<file path="src/rtl/core/nhm_ram.sv">
// Generic single-write, single-read RAM with registered read data.
module nhm_ram #(
  parameter int WIDTH = 16,
  parameter int DEPTH = 308
) (
  input  logic                                         clk,
  input  logic                                         we,
  input  logic [(DEPTH > 1 ? $clog2(DEPTH) : 1)-1:0]   waddr,
  input  logic [WIDTH-1:0]                             wdata,
  input  logic [(DEPTH > 1 ? $clog2(DEPTH) : 1)-1:0]   raddr,
  output logic [WIDTH-1:0]                             rdata
);

  logic [WIDTH-1:0] mem [DEPTH];

  always_ff @(posedge clk) begin
    if (we) begin
      mem[waddr] <= wdata;
    end
    rdata <= mem[raddr];
  end

endmodule

</file>
<file path="config.mk">
export PLATFORM = sky130hd
export DESIGN_NAME = nhm_ram
export DESIGN_NICKNAME = d
export VERILOG_FILES = /design/src/rtl/core/nhm_ram.sv
export SDC_FILE = /design/constraint.sdc
export NUM_CORES = 2
export LEC_CHECK = 0
export BUFFER_PORTS_ARGS = -buffer_cell sky130_fd_sc_hd__buf_4
export CELL_PAD_IN_SITES_DETAIL_PLACEMENT = 0
export CELL_PAD_IN_SITES_GLOBAL_PLACEMENT = 1
export CORE_MARGIN = 3
export CORE_UTILIZATION = 37
export DETAILED_ROUTE_END_ITERATION = 8
export GPL_ROUTABILITY_DRIVEN = 0
export GPL_TIMING_DRIVEN = 0
export PLACE_DENSITY_LB_ADDON = 0.1
export SETUP_SLACK_MARGIN = 0.3
export SLEW_MARGIN = 20
export SYNTH_ARGS = -nofsm -noshare
export SYNTH_HDL_FRONTEND = slang
export SYNTH_MEMORY_MAX_BITS = 65536
export SYNTH_SLANG_ARGS = --single-unit
</file>
<file path="constraint.sdc">
create_clock -name clk -period 5.6 [get_ports clk]
set_clock_uncertainty 0.05 [all_clocks]
set_input_delay 1.12 -clock clk [delete_from_list [all_inputs] [get_ports clk]]
set_output_delay 1.12 -clock clk [all_outputs]
set_load 0.01 [all_outputs]
</file>
==> reports/qor.yml <==
synthTopCellsByCount: "edfxtp_1 (4928), mux4_2 (1148), nor2_1 (384)"
die_x_um: 721.8
yosysUniqueCellTypes: 68
multiInputGateArea_mm2: 0.04071
wl_per_cell_um: 55.53
drtPass1Iterations: 6
vias: 108605
start_kind: "input pin"
fin_tns_setup_ns: -0.5643
insertion_delay_ns: 1.11
rsz0062_at_grt: "yes"
yosysWarnings: 0
rows: 262
start_util: 0.3719
dieArea_mm2: 0.5209
drive_gt1_frac: 0.3154
violations: "negative setup slack"
finalNetCount: 9385
pwr_density_cell_mw_per_mm2: 364.6
drc: 0
synth-adder-area-share: 0
grt_overflow: 0
cts-root-buf: "clkbuf_16"
max-vdd-ir-drop_uv: 358.2
synth_top_area_share: 0.7807
slowest_delay_ns: 1.01
critPathMostFrequentCell: "buf_4"
synthCells: 8433
drtIter0Drc: 20469
grt_pass1_wl_um: 1143000
coreArea_mm2: 0.5098
regArea_mm2: 0.1483
die_h_um: 721.8
synth_async_sr_flop_share: 0
ys_ff_latch: 4944
hold_viol: 0
portBuffers: 46
grt_antenna_before_repair: 147
numCtsBuffers: 553
netlist_area_mm2: 0.1896
routed_wl_um: 920200
post-route-period-util: 1.034
muxShareOfSynthArea: 0.1568
maxSlewViolCount: 0
clockBufferDepth: 4
crit_fanout: 10
grt_pass1_vias: 100921
critical_path.endpoint_type: "flop"
track_usage: 0.3481
required_ns: 6.51
hpwl_um: 626700
synth.area.top_cells: "edfxtp_1 (78%), mux4_2 (14%), mux2i_1 (1.9%), a22oi_1 (0.88%), nor2_1 (0.76%)"
ant_nets: 0
viasPerCell: 6.554
top_level_ports: 52
maxSlewHeadroom: 0.05838
fmax_mhz: 172.7
syn_to_final_growth_pct: 18.90
setup_violations: 8
power.total_uw: 82190
hold_class: "in2reg"
grt_max_degree: 124
ys_dominant_reg_cell: "edfxtp_1"
reg2reg_depth: 7
worst-setup-path-type: "in2reg"
post-place-ws_ns: -2.199
worst_hold_slack_ns: 0.2058
cp.arrival_ns: 6.70
synth-seq-area-share: 0.7824
htree_levels: 6
cts_sinks: 4944
fin_ws_ns: -0.1903
cts_tree: "built"
yosys.area_share.simple: 0.01642
maxCapViolCount: 0
synth.most_common_cell: "edfxtp_1"
status: "complete, but fails checks"
worst_pin_slew_ns: 1.412
whs_path_depth: 1
synth_compound_area_frac: 0.02813
final_core_util: 0.4421
nFillCells: 43011
fin_crit_ns: 5.790
crit_chain: "buf_4 > inv_1 > buf_4 > buf_4 > clkbuf_2 > nand3b_1 > clkbuf_1 > o22ai_1 > a21oi_1 > o31a_1"
synth_top_family_by_area: "multiplexers"
slowest_stage: "nand3b_1"
syn_nets: 8469
clk_pin_slew_worst_paths_ns: 0.06
synth_edf_count: 4928
postSynthAreaPerCell_um2: 22.48
synthXorXnorAreaFrac: 0
yosysTopAreaCell: "edfxtp_1"
p_leak_uw: 0.06993
-- per-stage QoR --
step	area [um2]	instances
6_report	225400	16571
5_1_grt	225200	16507
4_1_cts	225000	16485
3_5_place_dp	207900	15523
3_3_place_gp	198300	15211
2_1_floorplan	189600	8433
-- routing by layer --
metal,global-route usage,vias up,wire length [um]
met5,0.005363,-,412
met4,0.2201,36,68880
met3,0.1296,1988,117100
met2,0.5039,8526,397300
met1,0.4414,60027,336500
li1,-,38028,-
-- cell usage in the layout (no fill, tap or decap), types with 15 or more instances in the layout --
master,instances
mux2i_1,366
a21oi_1,85
buf_8,52
clkbuf_16,572
clkbuf_4,22
nor2_1,59
dfxtp_1,16
clkinv_2,65
diode_2,83
buf_12,99
nand2_1,102
buf_4,145
buf_2,84
nor2_2,57
a22o_1,47
a31oi_1,20
buf_16,148
nand4_1,15
nand3_1,47
a22oi_1,221
nor2_4,268
nor4_1,15
mux4_2,1148
clkbuf_2,122
inv_6,15
o221ai_1,36
bufinv_16,27
clkinv_1,120
o22ai_1,98
o21ai_0,45
o211ai_1,66
clkbuf_1,192
mux2_2,16
buf_6,124
nor3_1,25
a221oi_1,24
nand2_2,15
edfxtp_1,4928
-- cell families after synthesis --
logic type,count (synthesis)
mux,1532
compound gates,747
flops,4944
buf+inv,503
simple gates,707
-- timing repair --
item,in CTS,in global routing
pin swaps,0,1
cloned,0,0
buffers inserted,0,0
resized for setup,60,18
setup endpoints to repair,16,13
hold buffers,0,0
-- path summary, 6_finish.rpt --
path / startpoint / end / slack, ns
min: wdata[11] / mem[248][11]$_DFFE_PP_ / 0.21
max reg2reg: mem[70][14]$_DFFE_PP_ / rdata[14]$_DFF_P_ / 1.45
max: raddr[4] / rdata[4]$_DFF_P_ / -0.19
min reg2reg: mem[307][13]$_DFFE_PP_ / rdata[13]$_DFF_P_ / 1.24
-- cell type report --
cell class                 instances  area share
sequential                      4944      0.6580
multi-input combinational       2986      0.1806
clock buffer                     711     0.06604
tap                             6732     0.03737
timing repair buffer             361     0.03221
buffer                           500     0.01554
clock inverter                   251    0.009238
antenna                           83   0.0009215
inverter                           3  0.00004996
-- state kept, by name, summed over array words and instances, names as in the netlist --
name / cells
rdata: 16
mem: 4928
-- power by group --
group	total, uW	switching (uW)	internal (uW)
Sequential	40800	16.0	40800
Combinational	6160	4640	1530
Clock	35200	15300	20000
-- worst max-delay path, delay by kind of cell --
family	cells	cell delay [ns]
simple gates	1	1.01
buf+inv	6	2.62
compound gates	3	1.75
No activity file was read; power rests on OpenSTA's default activity.
