## src/rtl/core/nhm_pkg.sv

```systemverilog
// Shared types and constants for the nearest histogram match unit.
package nhm_pkg;

  localparam int DIST_W    = 48;
  localparam int SLOT_W    = 6;
  localparam int BIN_IDX_W = 9;
  localparam int BIN_VAL_W = 16;
  localparam int COUNT_W   = 7;
  localparam int CFG_IDX_W = 1;

  localparam logic [DIST_W-1:0] DIST_MAX    = {DIST_W{1'b1}};
  localparam logic [DIST_W-1:0] LIMIT_RESET = DIST_W'(64'd1000 << 16);

  localparam logic CMD_LOAD  = 1'b0;
  localparam logic CMD_QUERY = 1'b1;

  localparam logic [CFG_IDX_W-1:0] CFG_DISTANCE_LIMIT = 1'b0;
  localparam logic [CFG_IDX_W-1:0] CFG_MODEL_COUNT    = 1'b1;

  typedef struct packed {
    logic                 cmd;
    logic [SLOT_W-1:0]    model_slot;
    logic [BIN_IDX_W-1:0] bin_index;
    logic [BIN_VAL_W-1:0] bin_value;
    logic                 last_bin;
  } in_req_t;

  typedef struct packed {
    logic              match_found;
    logic [SLOT_W-1:0] match_slot;
    logic [DIST_W-1:0] best_distance;
  } out_rsp_t;

  typedef struct packed {
    logic valid;
    logic first;
    logic last;
  } bin_tag_t;

endpackage

```

## src/rtl/core/nhm_dist_unit.sv

```systemverilog
// Shared absolute-difference, square and saturating accumulate pipeline.
module nhm_dist_unit import nhm_pkg::*; #(
  parameter int VALUE_BITS = 16
) (
  input  logic                  clk,
  input  logic                  rst,
  input  bin_tag_t              tag,
  input  logic [VALUE_BITS-1:0] model_value,
  input  logic [VALUE_BITS-1:0] query_value,
  output logic                  sum_valid,
  output logic [DIST_W-1:0]     sum,
  output logic                  busy
);

  localparam int SQ_W  = 2 * VALUE_BITS;
  localparam int ADD_W = (SQ_W > DIST_W ? SQ_W : DIST_W) + 1;

  bin_tag_t              tag_d;
  bin_tag_t              tag_sq;
  logic [VALUE_BITS-1:0] diff;
  logic [SQ_W-1:0]       sq;
  logic [ADD_W-1:0]      total;

  always_comb begin
    if (model_value >= query_value) begin
      diff = model_value - query_value;
    end else begin
      diff = query_value - model_value;
    end
  end

  assign total = (tag_sq.first ? '0 : ADD_W'(sum)) + ADD_W'(sq);
  assign busy  = tag_d.valid | tag_sq.valid | sum_valid;

  always_ff @(posedge clk) begin
    if (rst) begin
      tag_d     <= '0;
      tag_sq    <= '0;
      sum_valid <= 1'b0;
    end else begin
      tag_d     <= tag;
      tag_sq    <= tag_d;
      sum_valid <= tag_sq.valid & tag_sq.last;
    end
  end

  always_ff @(posedge clk) begin
    sq <= SQ_W'(diff) * SQ_W'(diff);
    if (tag_sq.valid) begin
      if (total >= ADD_W'(DIST_MAX)) begin
        sum <= DIST_MAX;
      end else begin
        sum <= total[DIST_W-1:0];
      end
    end
  end

endmodule

```

## config.mk

```make
export PLATFORM = sky130hd
export DESIGN_NAME = nhm_dist_unit
export DESIGN_NICKNAME = d
export VERILOG_FILES = /design/src/rtl/core/nhm_pkg.sv /design/src/rtl/core/nhm_dist_unit.sv
export SDC_FILE = /design/constraint.sdc
export NUM_CORES = 1
export LEC_CHECK = 0
export BUFFER_PORTS_ARGS = -buffer_cell sky130_fd_sc_hd__buf_2
export CORE_ASPECT_RATIO = 0.5
export CORE_MARGIN = 4
export CORE_UTILIZATION = 44
export CTS_CLUSTER_SIZE = 10
export DETAILED_ROUTE_END_ITERATION = 7
export GPL_TIMING_DRIVEN = 0
export PLACE_DENSITY = 0.65
export SYNTH_ARGS = -nofsm -noshare
export SYNTH_HDL_FRONTEND = slang
export SYNTH_SLANG_ARGS = --single-unit
export TNS_END_PERCENT = 100
```

## constraint.sdc

```tcl
create_clock -name clk -period 22 [get_ports clk]
set_input_delay 4.4 -clock clk [delete_from_list [all_inputs] [get_ports clk]]
set_output_delay 4.4 -clock clk [all_outputs]
set_load 0.03 [all_outputs]
```

==> results.cfg <==
[worst_setup_path]
crit_path_top_delay_cell = nor4_4
endpoint_kind = flop
worstPathRequired_ns = 22.25
start_kind = primary input
worstPathMaxFanout = 10
worstPathArrival_ns = 13.24
critPathCapture = sq[29]
cp_common_cell = fa_1
path_class = primary input to flop
crit_start = model_value[5]
slowest_delay_ns = 0.60
r2r_end = sum[25]
r2r_cells = 14
rrSetupSlack_ns = 17.04
r2r-start = tag_sq[1]

[min_path]
min_path_type = flop to flop

[detailed_routing]
wl_per_cell_um = 15.5
drtAntennaViolNets = 0
routed_via_density = 5.02
drt-total-wl_um = 31700
vias = 10300
drc = 0
dr.pass1.iters = 5
drtIter0Drc = 743

[timing]
rsz0062_at_grt = no
whs_ns = 0.412
hold_viol_final = 0
finalCriticalPeriod_ns = 12.99
setup_viol = 0
fin_worst_skew_ns = 0.0103
finalMaxSlewViolations = 0
max_freq_ghz = 0.0770
worstMarginPinSlew_ns = 0.971
slew_headroom_pct = 33.6
tns_ns = 0
finalCritPeriodShare_pct = 59.0

[synthesis]
ys_warn_count = 0
netlist.area_leader.share_pct = 24.3
syn_nets = 1881
async_reset_ff_share_pct = 0
synth_area_leaders = fa_1 (24%), ha_1 (15%), edfxtp_1 (11%)
ys.flop_type = edfxtp_1
synth_edf_count = 48
synthCells = 1517
synth-simple-area-share_pct = 14.9
synth.avg_cell_area_um2 = 9.00
synth-xor-area-share_pct = 6.26
synth.mux.area_fraction_pct = 0.788
yosys_register_bits = 86
synth_largest_area_cell = fa_1
synthAdderAreaFrac_pct = 39.1
synth_compound_area_share_pct = 13.8
synth_cell_types = 81
synth_top_family_by_area = adder cells
ys_seq_area_share_pct = 16.1
synthesis.area_um2 = 13700

[final_layout]
final_util_pct = 49.0
layout_commonest_cell = inv_1
drive_gt1_share_pct = 11.0
layout_common_cells = inv_1 (258), fa_1 (166), ha_1 (161)
antennaDiodeCount = 0
final_area_um2 = 14900
fillCellCount = 2920
area_growth_pct = 9.20
fin_nets = 1979

[clock_tree]
cts_sinks = 86
cts_root_buf = clkbuf_16
clk_latency_ns = 0.34
cts_resized = 0
htreeDepth = 3
hold_buffers = 0
cts_buffers = 9
cts_tree = built
clock_path_buffers = 2
post-cts-setup-buffers = 0
clk_pin_slew_ns = 0.07

[run_status]
status = finished, final reports clean

[die]
die_w_um = 257
die_area_um2 = 34100
num_rows = 45
die_h_um = 133
core_area_um2 = 30500
start_util_pct = 44.8
ios = 87

[grt]
globalRouteOverflowTotal = 0
grt_max_degree = 33
grt_antenna_before_repair = 0
grt_pass1_vias = 10400
track_usage_pct = 18.7
grt_pass1_wl_um = 52500

[placement]
hpwl_um = 26200
io_buffers = 86
place_area_um2 = 14600
place.gp.congestion = 0.887

[job]
drv_cap = 0
-- sequential cells by signal (all words and copies together) (netlist names) --
| register | flops |
|---|---|
| sq | 31 |
| sum | 48 |
| sum_valid | 1 |
| tag_d | 3 |
| tag_sq | 3 |
-- layout make-up --
type	count	area, um^2	area share [%]
clock inverter	5	42.5	0.285
inverter	273	1020	6.87
multi-input combinational	1120	10200	68.5
clock buffer	11	233	1.56
sequential	86	2200	14.8
timing repair buffer	87	450	3.02
buffer	38	216	1.45
tap	423	529	3.55
-- critical path, delay by kind of cell --
family	cells	cell delay, ns
AOI/OAI and AO/OA	12	2.75
xor gates and xnor gates	1	0.16
adders and majority gates	8	3.83
buffers and inverters	6	0.71
muxes	1	0.38
and+or+nand+nor	3	1.00
-- cell usage after synthesis (3+ instances only) --
| cell type | n |
|---|---|
| a22oi_1 | 3 |
| nor3_1 | 14 |
| and2_1 | 7 |
| o31ai_1 | 5 |
| o21bai_1 | 12 |
| edfxtp_1 | 48 |
| o21a_1 | 22 |
| a31oi_1 | 3 |
| clkbuf_1 | 18 |
| and4_1 | 3 |
| a311oi_1 | 4 |
| o21ai_0 | 44 |
| nor2_1 | 107 |
| buf_2 | 8 |
| dfxtp_1 | 38 |
| mux2i_1 | 6 |
| nor2b_1 | 53 |
| nand2_1 | 141 |
| nand3_1 | 22 |
| xnor2_1 | 51 |
| nand2b_1 | 24 |
| ha_1 | 161 |
| xnor2_2 | 5 |
| a21o_1 | 49 |
| and3_1 | 15 |
| fa_1 | 166 |
| inv_2 | 15 |
| inv_1 | 258 |
| xor2_1 | 21 |
| buf_4 | 7 |
| buf_6 | 5 |
| or3_1 | 5 |
| or2_2 | 4 |
| o21ai_1 | 4 |
| a2111oi_0 | 3 |
| xor2_2 | 4 |
| a21oi_1 | 75 |
| nand4_1 | 10 |
| o211ai_1 | 6 |
| a211oi_1 | 12 |
-- logic make-up after synthesis --
group | after synthesis
AND/OR/NAND/NOR | 423
adder cells (fa/ha/maj) | 327
flip-flops | 86
AO/OA/AOI/OAI | 277
XOR/XNOR | 84
multiplexers | 9
buffers and inverters | 311
-- metrics by stage --
stage	worst slack (ns)	cells
6_report	9.01	2043
3_3_place_gp	8.74	2026
3_5_place_dp	8.69	2027
5_1_grt	8.38	2043
2_1_floorplan	9.83	1517
4_1_cts	9.04	2043
-- layer usage --
| metal | routed length, um | vias to the layer above | track usage (%) |
|---|---|---|---|
| met5 | 0 | - | 0 |
| met2 | 13700 | 224 | 29.3 |
| met4 | 456 | 0 | 4.15 |
| met1 | 15900 | 4858 | 27.8 |
| met3 | 1590 | 31 | 2.37 |
| li1 | - | 5151 | - |
-- how the worst min path moves through the flow --
stage / depth (start not counted) / startpoint / slack [ns] / to
2_1_floorplan: 2 / tag_sq[0] / 0.40 / sum_valid
3_3_place_gp: 2 / tag_sq[0] / 0.40 / sum_valid
3_5_place_dp: 2 / tag_sq[0] / 0.40 / sum_valid
4_1_cts: 2 / tag_sq[0] / 0.41 / sum_valid
5_1_grt: 2 / tag_sq[0] / 0.42 / sum_valid
6_report: 2 / tag_sq[0] / 0.41 / sum_valid
Power is left out: the tool's default activity adds up to more than one toggle a clock period on the data nets, which glitch-free logic cannot reach.
